`config.mk`:
```
export PLATFORM = sky130hd
export DESIGN_NAME = multilane_led_frame_serializer_top
export DESIGN_NICKNAME = d
export VERILOG_FILES = /design/src/sv/mlls_pkg.sv /design/src/sv/multilane_led_frame_serializer_top.sv /design/src/sv/mlls_slot_gen.sv
export SDC_FILE = /design/constraint.sdc
export NUM_CORES = 1
export LEC_CHECK = 0
export BUFFER_PORTS_ARGS = -buffer_cell sky130_fd_sc_hd__buf_2
export CORE_MARGIN = 10
export CORE_UTILIZATION = 62
export CTS_BUF_LIST = sky130_fd_sc_hd__clkbuf_2
export CTS_CLUSTER_DIAMETER = 100
export CTS_CLUSTER_SIZE = 30
export DETAILED_ROUTE_END_ITERATION = 8
export PLACE_DENSITY_LB_ADDON = 0.1
export REMOVE_ABC_BUFFERS = 1
export SLEW_MARGIN = 25
export SYNTH_ARGS = -nofsm -noshare
export SYNTH_HDL_FRONTEND = slang
export SYNTH_SLANG_ARGS = --single-unit
export TNS_END_PERCENT = 30
```
`constraint.sdc`:
```
create_clock -name clk -period 28.3 [get_ports clk]
set_input_delay 2.83 -clock clk [delete_from_list [all_inputs] [get_ports clk]]
set_output_delay 2.83 -clock clk [all_outputs]
set_load 0.005 [all_outputs]
```
`src/sv/mlls_pkg.sv`:
```
package mlls_pkg;

	localparam int unsigned SLOTS_PER_ITEM = 32;
	localparam int unsigned SLOT_CNT_W     = $clog2(SLOTS_PER_ITEM);
	localparam int unsigned HEADER_SLOTS   = 3;
	localparam int unsigned TOP_DATA_BIT   = 28;
	localparam int unsigned WORD_W         = TOP_DATA_BIT + 1;
	localparam int unsigned MAX_LANES      = 4;
	localparam int unsigned DEF_LANES      = 4;

	localparam logic [1:0] CMD_START = 2'd0;
	localparam logic [1:0] CMD_LED   = 2'd1;
	localparam logic [1:0] CMD_END   = 2'd2;
	localparam logic [1:0] CMD_RSVD  = 2'd3;

	typedef logic [WORD_W-1:0]         word_t;
	typedef logic [SLOTS_PER_ITEM-1:0] pattern_t;

	typedef struct packed {
		logic [MAX_LANES-1:0] lane_bits;
		logic                 last;
	} slot_t;

	// Full 32-slot pattern of one lane, first slot in the top bit.
	function automatic pattern_t lane_pattern(input logic [1:0] cmd, input word_t word);
		pattern_t pat;
		case (cmd)
			CMD_START: pat = '0;
			CMD_LED:   pat = {{HEADER_SLOTS{1'b1}}, word};
			default:   pat = '1;
		endcase
		return pat;
	endfunction

endpackage

```
`src/sv/multilane_led_frame_serializer_top.sv`:
```
// channel | handshake           | payload
// in      | in_valid / in_ready | command, lane0_word .. lane3_word
// out     | out_valid/out_ready | lane_bits, last_slot
//
// Each transaction on in other than a reserved command expands to 32 slots, one per
// cycle while out is not stalled; the slot counter in the shifter counts them.
// The next item is taken in the cycle the 32nd slot moves to the output register.
// A reserved command is taken and gives no slots.
// Reset clears the busy flag, the slot counter and out_valid.
// A stall on out holds the output register and freezes the shifter.
module multilane_led_frame_serializer_top #(
	parameter int unsigned LANES = mlls_pkg::DEF_LANES
) (
	input  logic                    clk,
	input  logic                    arst_n,
	input  logic                    in_valid,
	output logic                    in_ready,
	input  logic [1:0]              command,
	input  mlls_pkg::word_t         lane0_word,
	input  mlls_pkg::word_t         lane1_word,
	input  mlls_pkg::word_t         lane2_word,
	input  mlls_pkg::word_t         lane3_word,
	output logic                    out_valid,
	input  logic                    out_ready,
	output logic [mlls_pkg::MAX_LANES-1:0] lane_bits,
	output logic                    last_slot
);
	import mlls_pkg::*;

	word_t  words [MAX_LANES];
	slot_t  slot;
	slot_t  slot_q;
	logic   busy;
	logic   advance;
	logic   load;
	logic   out_valid_q;

	assign words[0] = lane0_word;
	assign words[1] = lane1_word;
	assign words[2] = lane2_word;
	assign words[3] = lane3_word;

	assign advance  = busy && (!out_valid_q || out_ready);
	assign in_ready = !busy || (slot.last && advance);
	assign load     = in_valid && in_ready;

	mlls_slot_gen #(
		.LANES (LANES)
	) u_slot_gen (
		.clk     (clk),
		.arst_n  (arst_n),
		.load    (load),
		.cmd     (command),
		.words   (words),
		.advance (advance),
		.busy    (busy),
		.slot    (slot)
	);

	always_ff @(posedge clk or negedge arst_n) begin
		if (!arst_n) begin
			out_valid_q <= 1'b0;
		end else if (advance) begin
			out_valid_q <= 1'b1;
		end else if (out_ready) begin
			out_valid_q <= 1'b0;
		end
	end

	always_ff @(posedge clk) begin
		if (advance) begin
			slot_q <= slot;
		end
	end

	assign out_valid = out_valid_q;
	assign lane_bits = slot_q.lane_bits;
	assign last_slot = slot_q.last;

endmodule

```
`src/sv/mlls_slot_gen.sv`:
```
module mlls_slot_gen #(
	parameter int unsigned LANES = mlls_pkg::DEF_LANES
) (
	input  logic                clk,
	input  logic                arst_n,
	input  logic                load,
	input  logic [1:0]          cmd,
	input  mlls_pkg::word_t     words [mlls_pkg::MAX_LANES],
	input  logic                advance,
	output logic                busy,
	output mlls_pkg::slot_t     slot
);
	import mlls_pkg::*;

	pattern_t               shift_q [LANES];
	logic [SLOT_CNT_W-1:0]  cnt_q;
	logic                   busy_q;
	logic                   at_last;

	assign at_last = (cnt_q == SLOT_CNT_W'(SLOTS_PER_ITEM - 1));

	always_ff @(posedge clk or negedge arst_n) begin
		if (!arst_n) begin
			busy_q <= 1'b0;
			cnt_q  <= '0;
		end else if (load) begin
			// reserved command is taken and dropped
			busy_q <= (cmd != CMD_RSVD);
			cnt_q  <= '0;
		end else if (advance) begin
			cnt_q <= cnt_q + 1'b1;
			if (at_last) begin
				busy_q <= 1'b0;
			end
		end
	end

	for (genvar l = 0; l < LANES; l++) begin : g_lane
		always_ff @(posedge clk) begin
			if (load) begin
				shift_q[l] <= lane_pattern(cmd, words[l]);
			end else if (advance) begin
				shift_q[l] <= {shift_q[l][SLOTS_PER_ITEM-2:0], 1'b0};
			end
		end
	end

	always_comb begin
		slot.lane_bits = '0;
		for (int l = 0; l < LANES; l++) begin
			slot.lane_bits[l] = shift_q[l][SLOTS_PER_ITEM-1];
		end
		slot.last = at_last;
	end

	assign busy = busy_q;

endmodule

```
== After elaboration in Yosys (flattened, before gate mapping) ==
Memories as Yosys holds them, arrays and structs flattened.
Index checks and enable logic that the tools add are counted.

* Register bits after elaboration: 12
* RAM bits: 128
* Input bits: 122
* Output and inout port bits: 7
* Logic and storage cells: 50
* Memories kept: 1

{| class="wikitable"
|+ Memory list
! name !! depth !! width !! read ports !! clocked after memory_dff !! write ports !! line !! source
|-
| u_slot_gen.shift_q || 4 || 32 || 4 || 0 || 4 || mlls_slot_gen.sv:15 || <nowiki>pattern_t shift_q [LANES];</nowiki>
|}

* Add/subtract/negate cells: 1
* Eq/ne operators: 3
* Mux-type cells: 24
* Bitwise operators: 4
* Reductions and logical operators: 12

{| class="wikitable"
|+ Operators by type and width
! operator !! number
|-
| 32-bit two-way mux || 8
|-
| 32-bit case mux with 2 select lines || 4
|-
| 1-bit two-way mux || 10
|-
| 5-bit two-way mux || 2
|-
| 2-bit nonzero test || 3
|-
| 5-bit by 1-bit adder with 5-bit output, second input constant || 1
|-
| 5-bit == test, second input constant || 1
|-
| 1-bit bitwise OR || 4
|-
| 1-bit logical AND || 3
|-
| 2-bit by 1-bit == test with 1-bit output, second input constant || 1
|-
| 1-bit logical NOT || 2
|-
| 2-bit logical NOT || 1
|-
| 1-bit logical OR || 2
|-
| 2-bit != test, second input constant || 1
|-
| 2-bit AND reduction || 1
|}

== Logic depth before layout (Yosys ltp) ==
Gate-level depths: netlist (run 1).

* Word-level depth: 9
* Mapped depth: 9
* Mapped depth without buffers: 6

== Hierarchy ==
A second synthesis (run 1) with hierarchy kept.

* Cells, all modules: 583
* Area total of the unflattened synthesis: 6,829.0 sq um

{| class="wikitable"
|+ By module, submodules not included
! module !! instances !! cells each !! area each (sq um) !! sequential area each (sq um)
|-
| mlls_slot_gen || 1 || 568 || 6,606.3 || 3,983.8
|-
| multilane_led_frame_serializer_top || 1 || 15 || 222.7 || 175.2
|}

== Worst setup path after synthesis (run 1) ==
OpenSTA, ideal clock, no wires.

* Path kind: input-to-reg
* Start point: input port out_ready
* End point: memory u_slot_gen.shift_q[0][0] (netlist name), enable pin
* Library setup time: 789 ps
* Arrival time: 11,985 ps
* Data required time: 27,511 ps
* Setup slack: 15,526 ps
* Cell stages on the path: 3
* Path buffers: 1
* Path through: nor2b_1 -> clkbuf_1 -> o21ai_0

{| class="wikitable"
|+ RTL lines
! element !! line !! source
|-
| from (decl) || multilane_led_frame_serializer_top.sv:24 || <nowiki>input logic out_ready,</nowiki>
|-
| to (decl) || mlls_slot_gen.sv:15 ||
|}

== Final worst setup path (run 1) ==
* Start point: input port out_ready
* End point: output port in_ready

* Cells in the longest elaborated chain, start to end: 4

{| class="wikitable"
|+ RTL lines
! element !! line !! source
|-
| 1-bit logical OR || multilane_led_frame_serializer_top.sv:43 || <nowiki>assign advance = busy && (!out_valid_q || out_ready);</nowiki>
|-
| 1-bit logical AND || multilane_led_frame_serializer_top.sv:43 ||
|-
| 1-bit logical AND || multilane_led_frame_serializer_top.sv:44 || <nowiki>assign in_ready = !busy || (slot.last && advance);</nowiki>
|-
| 1-bit logical OR || multilane_led_frame_serializer_top.sv:44 ||
|-
| to (decl) || multilane_led_frame_serializer_top.sv:17 || <nowiki>output logic in_ready,</nowiki>
|}

No other way between the ends.

==> results of run 1 <==
## power by group
group          switching (W)  leakage (nW)  internal (W)
Clock              0.0000700         0.166     0.0000659
Combinational      0.0000336          1.24     0.0000229
Sequential        0.00000759          1.39      0.000252
## through the flow
step                      hold WS (ns)  instances  cell area, um^2
final                           0.4366        812             7579
after global routing            0.4574        812             7579
after CTS                       0.4479        811             7547
after detailed placement        0.4054        779             7257
after global placement          0.4083        779             7253
after floorplan                 0.4003        508             6355
## worst paths after layout
| check | slack, ns | cells past startpoint | startpoint | endpoint |
|---|---|---|---|---|
| max | 21.37 | 5 | out_ready | in_ready |
| min reg2reg | 0.44 | 0 | u_slot_gen.shift_q[3][31] | lane_bits[3] |
| max in group asynchronous | 26.17 | 1 | arst_n | u_slot_gen.cnt_q[0] |
| min in group asynchronous | 1.95 | 1 | arst_n | u_slot_gen.cnt_q[4] |
| max reg2reg | 24.68 | 4 | u_slot_gen.busy | u_slot_gen.shift_q[0][19] |
| min | 0.44 | 0 | u_slot_gen.shift_q[3][31] | lane_bits[3] |
## routing by layer
| layer | track usage | vias up | part of all wire |
|---|---|---|---|
| met2 | 0.3142 | 185 | 0.49 |
| met5 | 0 | - | 0 |
| met1 | 0.2745 | 2409 | 0.42 |
| met4 | 0.08297 | 0 | 0.015 |
| met3 | 0.05430 | 21 | 0.071 |
| li1 | - | 2469 | - |
## worst reg2reg max path: stages (launching register included)
cell     delay (ns)
dfrtp_2        0.40
buf_4          0.65
inv_1          0.47
o21ai_4        0.90
buf_6          0.74
## cells by family after synthesis
logic type	share of synthesized area
buffers and inverters	0.04926
and+or+nand+nor	0.09796
DFF	0.6226
AOI/OAI and AO/OA	0.2249
muxes	0.001498
adders and majority gates	0.003745
## flip-flops by register name, summed over array words and instances, names as in the netlist
name / cells
u_slot_gen.cnt_q: 5
u_slot_gen.shift_q: 128
lane_bits: 4
last_slot: 1
out_valid: 1
u_slot_gen.busy: 1
## cell type report
cell class / count / area, um^2 / area share
sequential: 140 / 4160 / 0.5490
clock inverter: 14 / 200.2 / 0.02642
timing repair buffer: 136 / 733.2 / 0.09675
multi-input combinational: 367 / 2221 / 0.2930
inverter: 1 / 3.754 / 0.0004953
clock buffer: 18 / 90.09 / 0.01189
tap: 136 / 170.2 / 0.02245
## cell usage after synthesis (all sizes together)
library cell	number
ha	2
mux2i	1
and3	1
nand2b	1
nor2b	2
a21oi	122
o21ai	90
o31ai	2
dfrtp	7
or3	2
inv	1
nand2	6
clkbuf	45
nand3	4
nor3	1
a22o	1
or4	1
o2bb2ai	31
and2	1
o21a	9
nor2	5
nand4	84
dfxtp	1
edfxtp	132
a21o	1
buf	28
==> metrics.txt, run 1 <==
commonest cells after routing, fill and taps aside 132 x edfxtp_1, 126 x buf_2, 121 x a21oi_1; TritonCTS Sinks 140; Max VDD drop approximately 0.026 mV; die height about 120 um; Final HPWL DP just under 9000 um; final max-slew violation count 0; RSZ-0062 raised after global routing false; slowest stage cell, crit path nand2b_4; # setup viols final 0; Placement Setup Slack ~21 ns; synthesis-stage register bit count between 100 and 150; Slew @ Worst Pin around 0.99 ns; Area contributors post-synth edfxtp_1 59%, a21oi_1 9.1%, nand4_1 7.9%; fmax 0.1442 GHz; first-pass GRT wire length 24970 um; I/O pin count between 100 and 150; worst path buffer plus inverter count 2; CTS hold repair buffers 0; TritonCTS buffer count 17; TNS Setup 0 ns; latest clock arrival within the worst-skew pair around 0.67 ns; post-CTS setup buffers 0; Critical Path Sink Type output pin; syn_area_per_cell around 11 um^2; Die ar. about 15000 um^2; Post-DRT Antenna Nets 0; final worst path period share 0.2450; max cap viols 0; Starting Density 0.6413; GRT overflow 0; n_diodes 0; DRT Wirelength between 15000 and 20000 um; pwr dens slightly below 60 nW/um^2; Crit path max-delay family simple AND/OR/NAND/NOR gates; final number of hold-violating endpoints 0; Clock Path Buffers 2; GRT Util Overall 0.2054; Synth Warn # 0; ordered list of cells on the worst path buf_2 > nand2b_4 > nand2_1 > nand2_1 > buf_2; number of global-route vias before repair approximately 5000; # rows 37; number of distinct library cells after synthesis 32; share of cells above drive strength 1 0.2692; Initial DRT Pass Iterations 5; number of vias per cell 6.261; largest net degree at the start of global routing roughly 120; post-layout power between 0.0004 and 0.0005 W; mapped cell area 6680 um^2; Slew headroom 0.3367; Required @ worst endpoint 25.47 ns; Util after Layout 0.7276; worst min-delay path class reg2reg; status finished, final reports clean; initial drt markers ~600; antenna violations before repair 0; Post-CTS Resized 0; post-synthesis cell count ~580; Pleak ~2.8 nW; via count 5084; DR WL/cell approximately 19 um; nets approximately 790; RD Place Congestion roughly 0.75; core footprint between 10000 and 15000 um^2; Setup WS post-layout about 21 ns; number of H-tree levels 4; Horiz. Die Dim roughly 120 um; fill cell count approximately 780; area leader, netlist edfxtp_1; Startpoint Class input pin; Seq/Total Area, Yosys 0.6226; Synth top area share 0.5934; kind of critical path in2out; crit-path max FO between 90 and 100; Worst Skew about 0.03 ns; TritonCTS clock tree yes; # port buffers between 100 and 150; minimum clock period between 6 and 7 ns; crit-path max cell delay about 0.75 ns; Root Buffer clkbuf_2; DRC viols 0; clock slew at reported path FFs around 0.2 ns; Worst Path Arrival ~4.1 ns; commonest non-fill, non-tap cell in the layout edfxtp_1; area grow syn2layout 13.45%
(Power assumes the default switching activity.)
==> run 2, diff against run 1 <==
--- a/config.mk
+++ b/config.mk
@@ -5,9 +5,10 @@
 export SDC_FILE = /design/constraint.sdc
 export NUM_CORES = 1
 export LEC_CHECK = 0
+export ABC_AREA = 1
 export BUFFER_PORTS_ARGS = -buffer_cell sky130_fd_sc_hd__buf_2
 export CORE_MARGIN = 10
-export CORE_UTILIZATION = 62
+export CORE_UTILIZATION = 53
 export CTS_BUF_LIST = sky130_fd_sc_hd__clkbuf_2
 export CTS_CLUSTER_DIAMETER = 100
 export CTS_CLUSTER_SIZE = 30
==> constraint.sdc (replaced) <==
create_clock -name clk -period 5.9 [get_ports clk]
set_input_delay 0.59 -clock clk [delete_from_list [all_inputs] [get_ports clk]]
set_output_delay 0.59 -clock clk [all_outputs]
set_load 0.005 [all_outputs]
==> run 2 against run 1 <==
Against the previous run:
- register-to-register slack got worse by 22 ns
- total power rose to 5.8 times the previous value
- via count grew 17%
- highest routed layer unchanged
- critical path depth rose by 4
- clock power grew to 3.8 times the previous value
- sequential share of layout area fell by 3.5 points
- global-route usage is 3.8 points lower
==> metrics.txt, run 2 <==
DR WL/cell 13.84 um (was 19.01 um); syn_area_per_cell 8.510 um^2 (was 11.50 um^2); Required @ worst endpoint 6.22 ns (was 25.47 ns); CTS hold repair buffers 1 (was 0); first-pass GRT wire length 25880 um (was 24970 um); crit-path max FO 56 (was 91); hold path start in_valid (was u_slot_gen.shift_q[3][31]); area leader, netlist edfxtp_1 (unchanged); Max VDD drop 0.1445 mV (was 0.02559 mV); die height 137.6 um (was 123.8 um); post-layout power 0.002624 W (was 0.0004518 W); final number of hold-violating endpoints 0 (unchanged); commonest cells after routing, fill and taps aside 365 x nand2_1, 249 x nand3_1, 132 x edfxtp_1 (was 132 x edfxtp_1, 126 x buf_2, 121 x a21oi_1); hold depth 3 (was 0); Post-CTS Resized 0 (unchanged); number of H-tree levels 4 (unchanged); via count 5943 (was 5084); Slew headroom 0.3507 (was 0.3367); Crit path max-delay family simple AND/OR/NAND/NOR gates (unchanged); worst path buffer plus inverter count 2 (unchanged); Worst Skew 0.03694 ns (was 0.02941 ns); Most used DFF post-synth edfxtp_1 (unchanged); number of distinct library cells after synthesis 16 (was 32); worst reg-to-reg path cell count 9 (was 4); Horiz. Die Dim 137.6 um (was 123.8 um); Post-DRT Antenna Nets 0 (unchanged); GRT overflow 0 (unchanged); Synth Warn # 0 (unchanged); max cap viols 0 (unchanged); number of synthesized flops with an enable pin 132 (unchanged); TritonCTS buffer count 17 (unchanged); largest net degree at the start of global routing 149 (was 119); DRC viols 0 (unchanged); commonest cells in the netlist 366 x nand2_1, 249 x nand3_1, 132 x edfxtp_1 (was 132 x edfxtp_1, 121 x a21oi_1, 90 x o21ai_0); R2R Path Start u_slot_gen.cnt_q[0] (was u_slot_gen.busy); Clock Path Buffers 2 (unchanged); ordered list of cells on the worst path ha_1 > inv_1 > nor2_1 > ha_1 > nand2_1 > nand2_1 > nand2_4 > nand2_4 > buf_4 (was buf_2 > nand2b_4 > nand2_1 > nand2_1 > buf_2); most used standard cell by instance count after synthesis nand2_1 (was edfxtp_1); max reg flops 128 (unchanged); # port buffers 128 (unchanged); TritonCTS clock tree yes (unchanged); TritonCTS Sinks 140 (unchanged); commonest non-fill, non-tap cell in the layout nand2_1 (was edfxtp_1); Largest Register u_slot_gen.shift_q (unchanged); RSZ-0062 raised after global routing false (unchanged); Starting Density 0.5468 (was 0.6413); kind of critical path reg2reg (was in2out); Slew @ Worst Pin 0.9740 ns (was 0.9912 ns); Area contributors post-synth edfxtp_1 54%, nand2_1 19%, nand3_1 17% (was edfxtp_1 59%, a21oi_1 9.1%, nand4_1 7.9%); mapped cell area 7327 um^2 (was 6680 um^2); Pleak 3.877 nW (was 2.801 nW); Setup WS post-layout 2.880 ns (was 21.37 ns); Final HPWL DP 9798 um (was 8934 um); final worst path period share 0.5118; area grow syn2layout 10.50% (was 13.45%); number of vias per cell 5.278 (was 6.261); Seq/Total Area, Yosys 0.5676 (was 0.6226); n_diodes 0 (unchanged); Synth top area share 0.5410 (was 0.5934); Endpoint, Worst Hold u_slot_gen.busy (was lane_bits[3]); FFs w/ async S/R, synth 0.05000 (unchanged); latest clock arrival within the worst-skew pair 0.69 ns (was 0.67 ns); I/O pin count 129 (unchanged); post-CTS setup buffers 0 (unchanged); Die ar. 18930 um^2 (was 15330 um^2); GRT Util Overall 0.1676 (was 0.2054); Initial DRT Pass Iterations 5 (unchanged); synthesis-stage register bit count 140 (unchanged); nets 1061 (was 787); pwr dens 324.1 nW/um^2 (was 59.61 nW/um^2); final max-slew violation count 0 (unchanged); clock slew at reported path FFs 0.17 ns (was 0.20 ns); initial drt markers 588 (was 601); # setup viols final 0 (unchanged); Root Buffer clkbuf_2 (unchanged); slowest stage cell, crit path nand2_4 (was nand2b_4); Startpoint Class flop (was input pin); # rows 42 (was 37); status finished, final reports clean (unchanged); RD Place Congestion 0.7845 (was 0.7491); share of cells above drive strength 1 0.1863 (was 0.2692); worst min-delay path class in2reg (was reg2reg); Placement Setup Slack 2.905 ns (was 21.39 ns); DRT Wirelength 15590 um (was 15440 um); crit-path max cell delay 0.63 ns (was 0.75 ns); fmax between 0.3 and 0.4 GHz; minimum clock period ~3.0 ns; number of global-route vias before repair 5757 (was 4983); Critical Path Sink Type flop (was output pin); r2r setup slk 2.88 ns (was 24.68 ns); post-synthesis cell count 861 (was 581); R2R Path End u_slot_gen.shift_q[1][22] (was u_slot_gen.shift_q[0][19]); core footprint 13400 um^2 (was 10420 um^2); Worst Path Arrival 3.34 ns (was 4.10 ns); antenna violations before repair 0 (unchanged)
[run 2: cell types whose count changed in the layout (fill, tap and decap cells not counted), moves of 3 or more]
cell	change
o2bb2ai_1	-21
nand2_1	+360
a21oi_1	-121
o21a_1	-9
o2bb2ai_2	-10
nand4_1	-84
o21ai_0	-89
clkbuf_2	+4
inv_1	+7
nand3_1	+245
bufinv_16	-3
or2_2	+4
[run 2: layer usage]
layer,GRT usage,up-vias,wire (um)
met5,0,-,0
met4,0.05328,0,162
met3,0.04516,14,877
met2,0.2789,134,7675
met1,0.2076,2744,6871
li1,-,3051,-
[run 2: kinds of logic (layout without fill, tap and decap cells)]
kind of cell             after synthesis  in the layout  share of synthesized area
AO/OA/AOI/OAI                          2              2                   0.002732
adder cells (fa/ha/maj)                2              2                   0.003415
buffers and inverters                 89            178                    0.05926
flip-flops                           140            140                     0.5676
AND/OR/NAND/NOR                      628            628                     0.3670
[run 2: report_power, final]
| part | switching [W] | internal (W) |
|---|---|---|
| logic | 0.000374 | 0.000205 |
| clock network | 0.000321 | 0.000197 |
| registers | 0.0000809 | 0.00145 |
| total | 0.000777 | 0.00185 |
[run 2: cell type report]
type	count	area (um^2)
fill	1271	5304
sequential	140	4159
multi-input combinational	632	2755
timing repair buffer	135	701.9
tap	176	220.2
clock buffer	22	110.1
clock inverter	10	101.3
inverter	11	48.80
[run 2: worst register-to-register path, cell delays in order (launching register included)]
cell	delay [ns]
dfrtp_1	0.43
ha_1	0.18
inv_1	0.05
nor2_1	0.10
ha_1	0.20
nand2_1	0.06
nand2_1	0.13
nand2_4	0.23
nand2_4	0.64
buf_4	0.62
[run 2: per-stage QoR]
stage	TNS (ns)	utilization	hold WS (ns)	std cells	cell area, um^2
2_1_floorplan	-16.44	-	0.2944	783	6934
3_3_place_gp	0	0.5874	0.4028	1093	7871
3_5_place_dp	0	0.5874	0.4105	1093	7871
4_1_cts	0	0.6039	0.09055	1126	8093
5_1_grt	0	0.6042	0.08876	1126	8097
6_report	0	0.6042	0.1765	1126	8097
[run 2: worst max-delay path by stage]
stage	startpoint	endpoint	slack, ns	depth (start not counted)
floorplan	u_slot_gen.cnt_q[0]	u_slot_gen.shift_q[0][0]	-0.13	8
global placement	u_slot_gen.cnt_q[0]	u_slot_gen.shift_q[1][18]	2.99	9
detailed placement	u_slot_gen.cnt_q[0]	u_slot_gen.shift_q[1][19]	2.91	9
CTS	u_slot_gen.cnt_q[0]	u_slot_gen.shift_q[1][22]	2.85	9
global route	u_slot_gen.cnt_q[1]	u_slot_gen.shift_q[0][24]	2.58	9
finish	u_slot_gen.cnt_q[0]	u_slot_gen.shift_q[1][22]	2.88	9
==> run 3, diff against run 2 <==
==> constraint.sdc (replaced) <==
create_clock -name clk -period 2.6 [get_ports clk]
set_input_delay 0.26 -clock clk [delete_from_list [all_inputs] [get_ports clk]]
set_output_delay 0.26 -clock clk [all_outputs]
set_load 0.005 [all_outputs]
==> run 3 against run 2 <==
Against the previous run:
- sequential share of layout area is 7.3 points lower
- count of clock-buffer cells in the layout is 3 lower
- clock skew is 0.017 ns lower
==> metrics.txt, run 3 (synthesized netlist as in run 2, its figures left out) <==
share of cells above drive strength 1 0.1682 (was 0.1863); Pleak 4.436 nW (was 3.877 nW); initial drt markers 591 (was 588); Die ar. 18930 um^2 (unchanged); Endpoint, Worst Hold u_slot_gen.shift_q[3][0] (was u_slot_gen.busy); Root Buffer clkbuf_2 (unchanged); via count 6593 (was 5943); TritonCTS buffer count 17 (unchanged); kind of critical path reg2out (was reg2reg); largest net degree at the start of global routing 70 (was 149); I/O pin count 129 (unchanged); final number of hold-violating endpoints 0 (unchanged); Post-DRT Antenna Nets 0 (unchanged); max cap viols 0 (unchanged); nets 1193 (was 1061); # setup viols final 0 (unchanged); Clock Path Buffers 2 (unchanged); # port buffers 128 (unchanged); Slew @ Worst Pin 0.6403 ns (was 0.9740 ns); RSZ-0062 raised after global routing false (unchanged); hold depth 4 (was 3); RD Place Congestion 0.8120 (was 0.7845); pwr dens 642.9 nW/um^2 (was 324.1 nW/um^2); Worst Path Arrival 2.03 ns (was 3.34 ns); number of global-route vias before repair 6288 (was 5757); crit-path max FO 4 (was 56); commonest non-fill, non-tap cell in the layout nand2_1 (unchanged); final max-slew violation count 0 (unchanged); Startpoint Class flop (unchanged); Horiz. Die Dim 137.6 um (unchanged); minimum clock period ~2.3 ns; post-layout power 0.006074 W (was 0.002624 W); number of vias per cell 5.237 (was 5.278); TritonCTS Sinks 140 (unchanged); Placement Setup Slack 0.4602 ns (was 2.905 ns); Hold WS 0.07290 ns (was 0.1765 ns); TritonCTS clock tree yes (unchanged); Initial DRT Pass Iterations 8 (was 5); worst reg-to-reg path cell count 10 (was 9); commonest cells after routing, fill and taps aside 365 x nand2_1, 249 x nand3_1, 132 x edfxtp_1 (unchanged); Post-CTS Resized 0 (unchanged); clock slew at reported path FFs 0.18 ns (was 0.17 ns); Starting Density 0.5468 (unchanged); Largest Register u_slot_gen.shift_q (unchanged); fmax about 0.44 GHz; max reg flops 128 (unchanged); first-pass GRT wire length 30060 um (was 25880 um); area grow syn2layout 28.93% (was 10.50%); CTS hold repair buffers 123 (was 1); core footprint 13400 um^2 (unchanged); GRT Util Overall 0.1952 (was 0.1676); GRT overflow 0 (unchanged); Required @ worst endpoint 2.34 ns (was 6.22 ns); hold path start command[1] (was in_valid); number of H-tree levels 4 (unchanged); post-CTS setup buffers 0 (unchanged); R2R Path Start u_slot_gen.cnt_q[0] (unchanged); # rows 42 (unchanged); R2R Path End u_slot_gen.shift_q[0][5] (was u_slot_gen.shift_q[1][22]); status finished, final reports clean (unchanged); worst min-delay path class in2reg (unchanged); DRT Wirelength 18090 um (was 15590 um); Max VDD drop 0.4079 mV (was 0.1445 mV); r2r setup slk 0.41 ns (was 2.88 ns); DRC viols 0 (unchanged); die height 137.6 um (unchanged); antenna violations before repair 0 (unchanged); DR WL/cell 14.37 um (was 13.84 um); Slew headroom 0.5731 (was 0.3507); TNS Setup 0 ns (unchanged); Worst Skew 0.02010 ns (was 0.03694 ns); Util after Layout 0.7049 (was 0.6042); final worst path period share 0.8789; Setup WS post-layout 0.3148 ns (was 2.880 ns); Final HPWL DP 10310 um (was 9798 um); latest clock arrival within the worst-skew pair 0.69 ns (about the same); Critical Path Sink Type output pin (was flop)
## run 3: how the worst max path moves through the flow
stage	from	end	slack, ns	depth (start not counted)
2_1_floorplan	u_slot_gen.cnt_q[0]	u_slot_gen.shift_q[0][0]	-3.43	8
3_3_place_gp	u_slot_gen.cnt_q[0]	u_slot_gen.shift_q[0][13]	0.56	10
3_5_place_dp	u_slot_gen.cnt_q[0]	u_slot_gen.shift_q[0][5]	0.46	10
4_1_cts	u_slot_gen.cnt_q[0]	in_ready	0.25	7
5_1_grt	u_slot_gen.cnt_q[0]	in_ready	0.09	7
6_report	u_slot_gen.cnt_q[0]	in_ready	0.31	7
## run 3: area by class of cell
type                       count  area, um^2
antenna                        1       2.502
fill                        1052        3954
sequential                   140        4159
inverter                      11       48.80
clock inverter                13       83.83
timing repair buffer         267        2082
multi-input combinational    632        2755
clock buffer                  19       95.09
tap                          176       220.2
## run 3: per-layer routing
metal  GRT usage  vias to the layer above  wire, um
li1            -                     3316         -
met1      0.2510                     3060      7751
met2      0.3143                      191      9009
met3     0.04916                       26      1044
met4     0.06674                        0       281
met5           0                        -         0
## run 3: worst max-delay path, cell delays in order (launching register included)
cell	delay, ns
dfrtp_1	0.45
ha_1	0.22
inv_1	0.07
nor2_1	0.05
ha_1	0.19
nand2_1	0.07
nand2_1	0.11
buf_2	0.18
## run 3: power breakdown
| part | leakage [nW] | internal (W) | switching (W) |
|---|---|---|---|
| logic | 2.88 | 0.000631 | 0.000893 |
| registers | 1.44 | 0.00328 | 0.000195 |
| clock network | 0.120 | 0.000322 | 0.000753 |
## run 3: per-stage QoR
stage | cell area (um^2) | cells
finish | 9447 | 1259
CTS | 9444 | 1258
floorplan | 6934 | 783
global route | 9444 | 1258
global placement | 8034 | 1103
detailed placement | 8034 | 1103
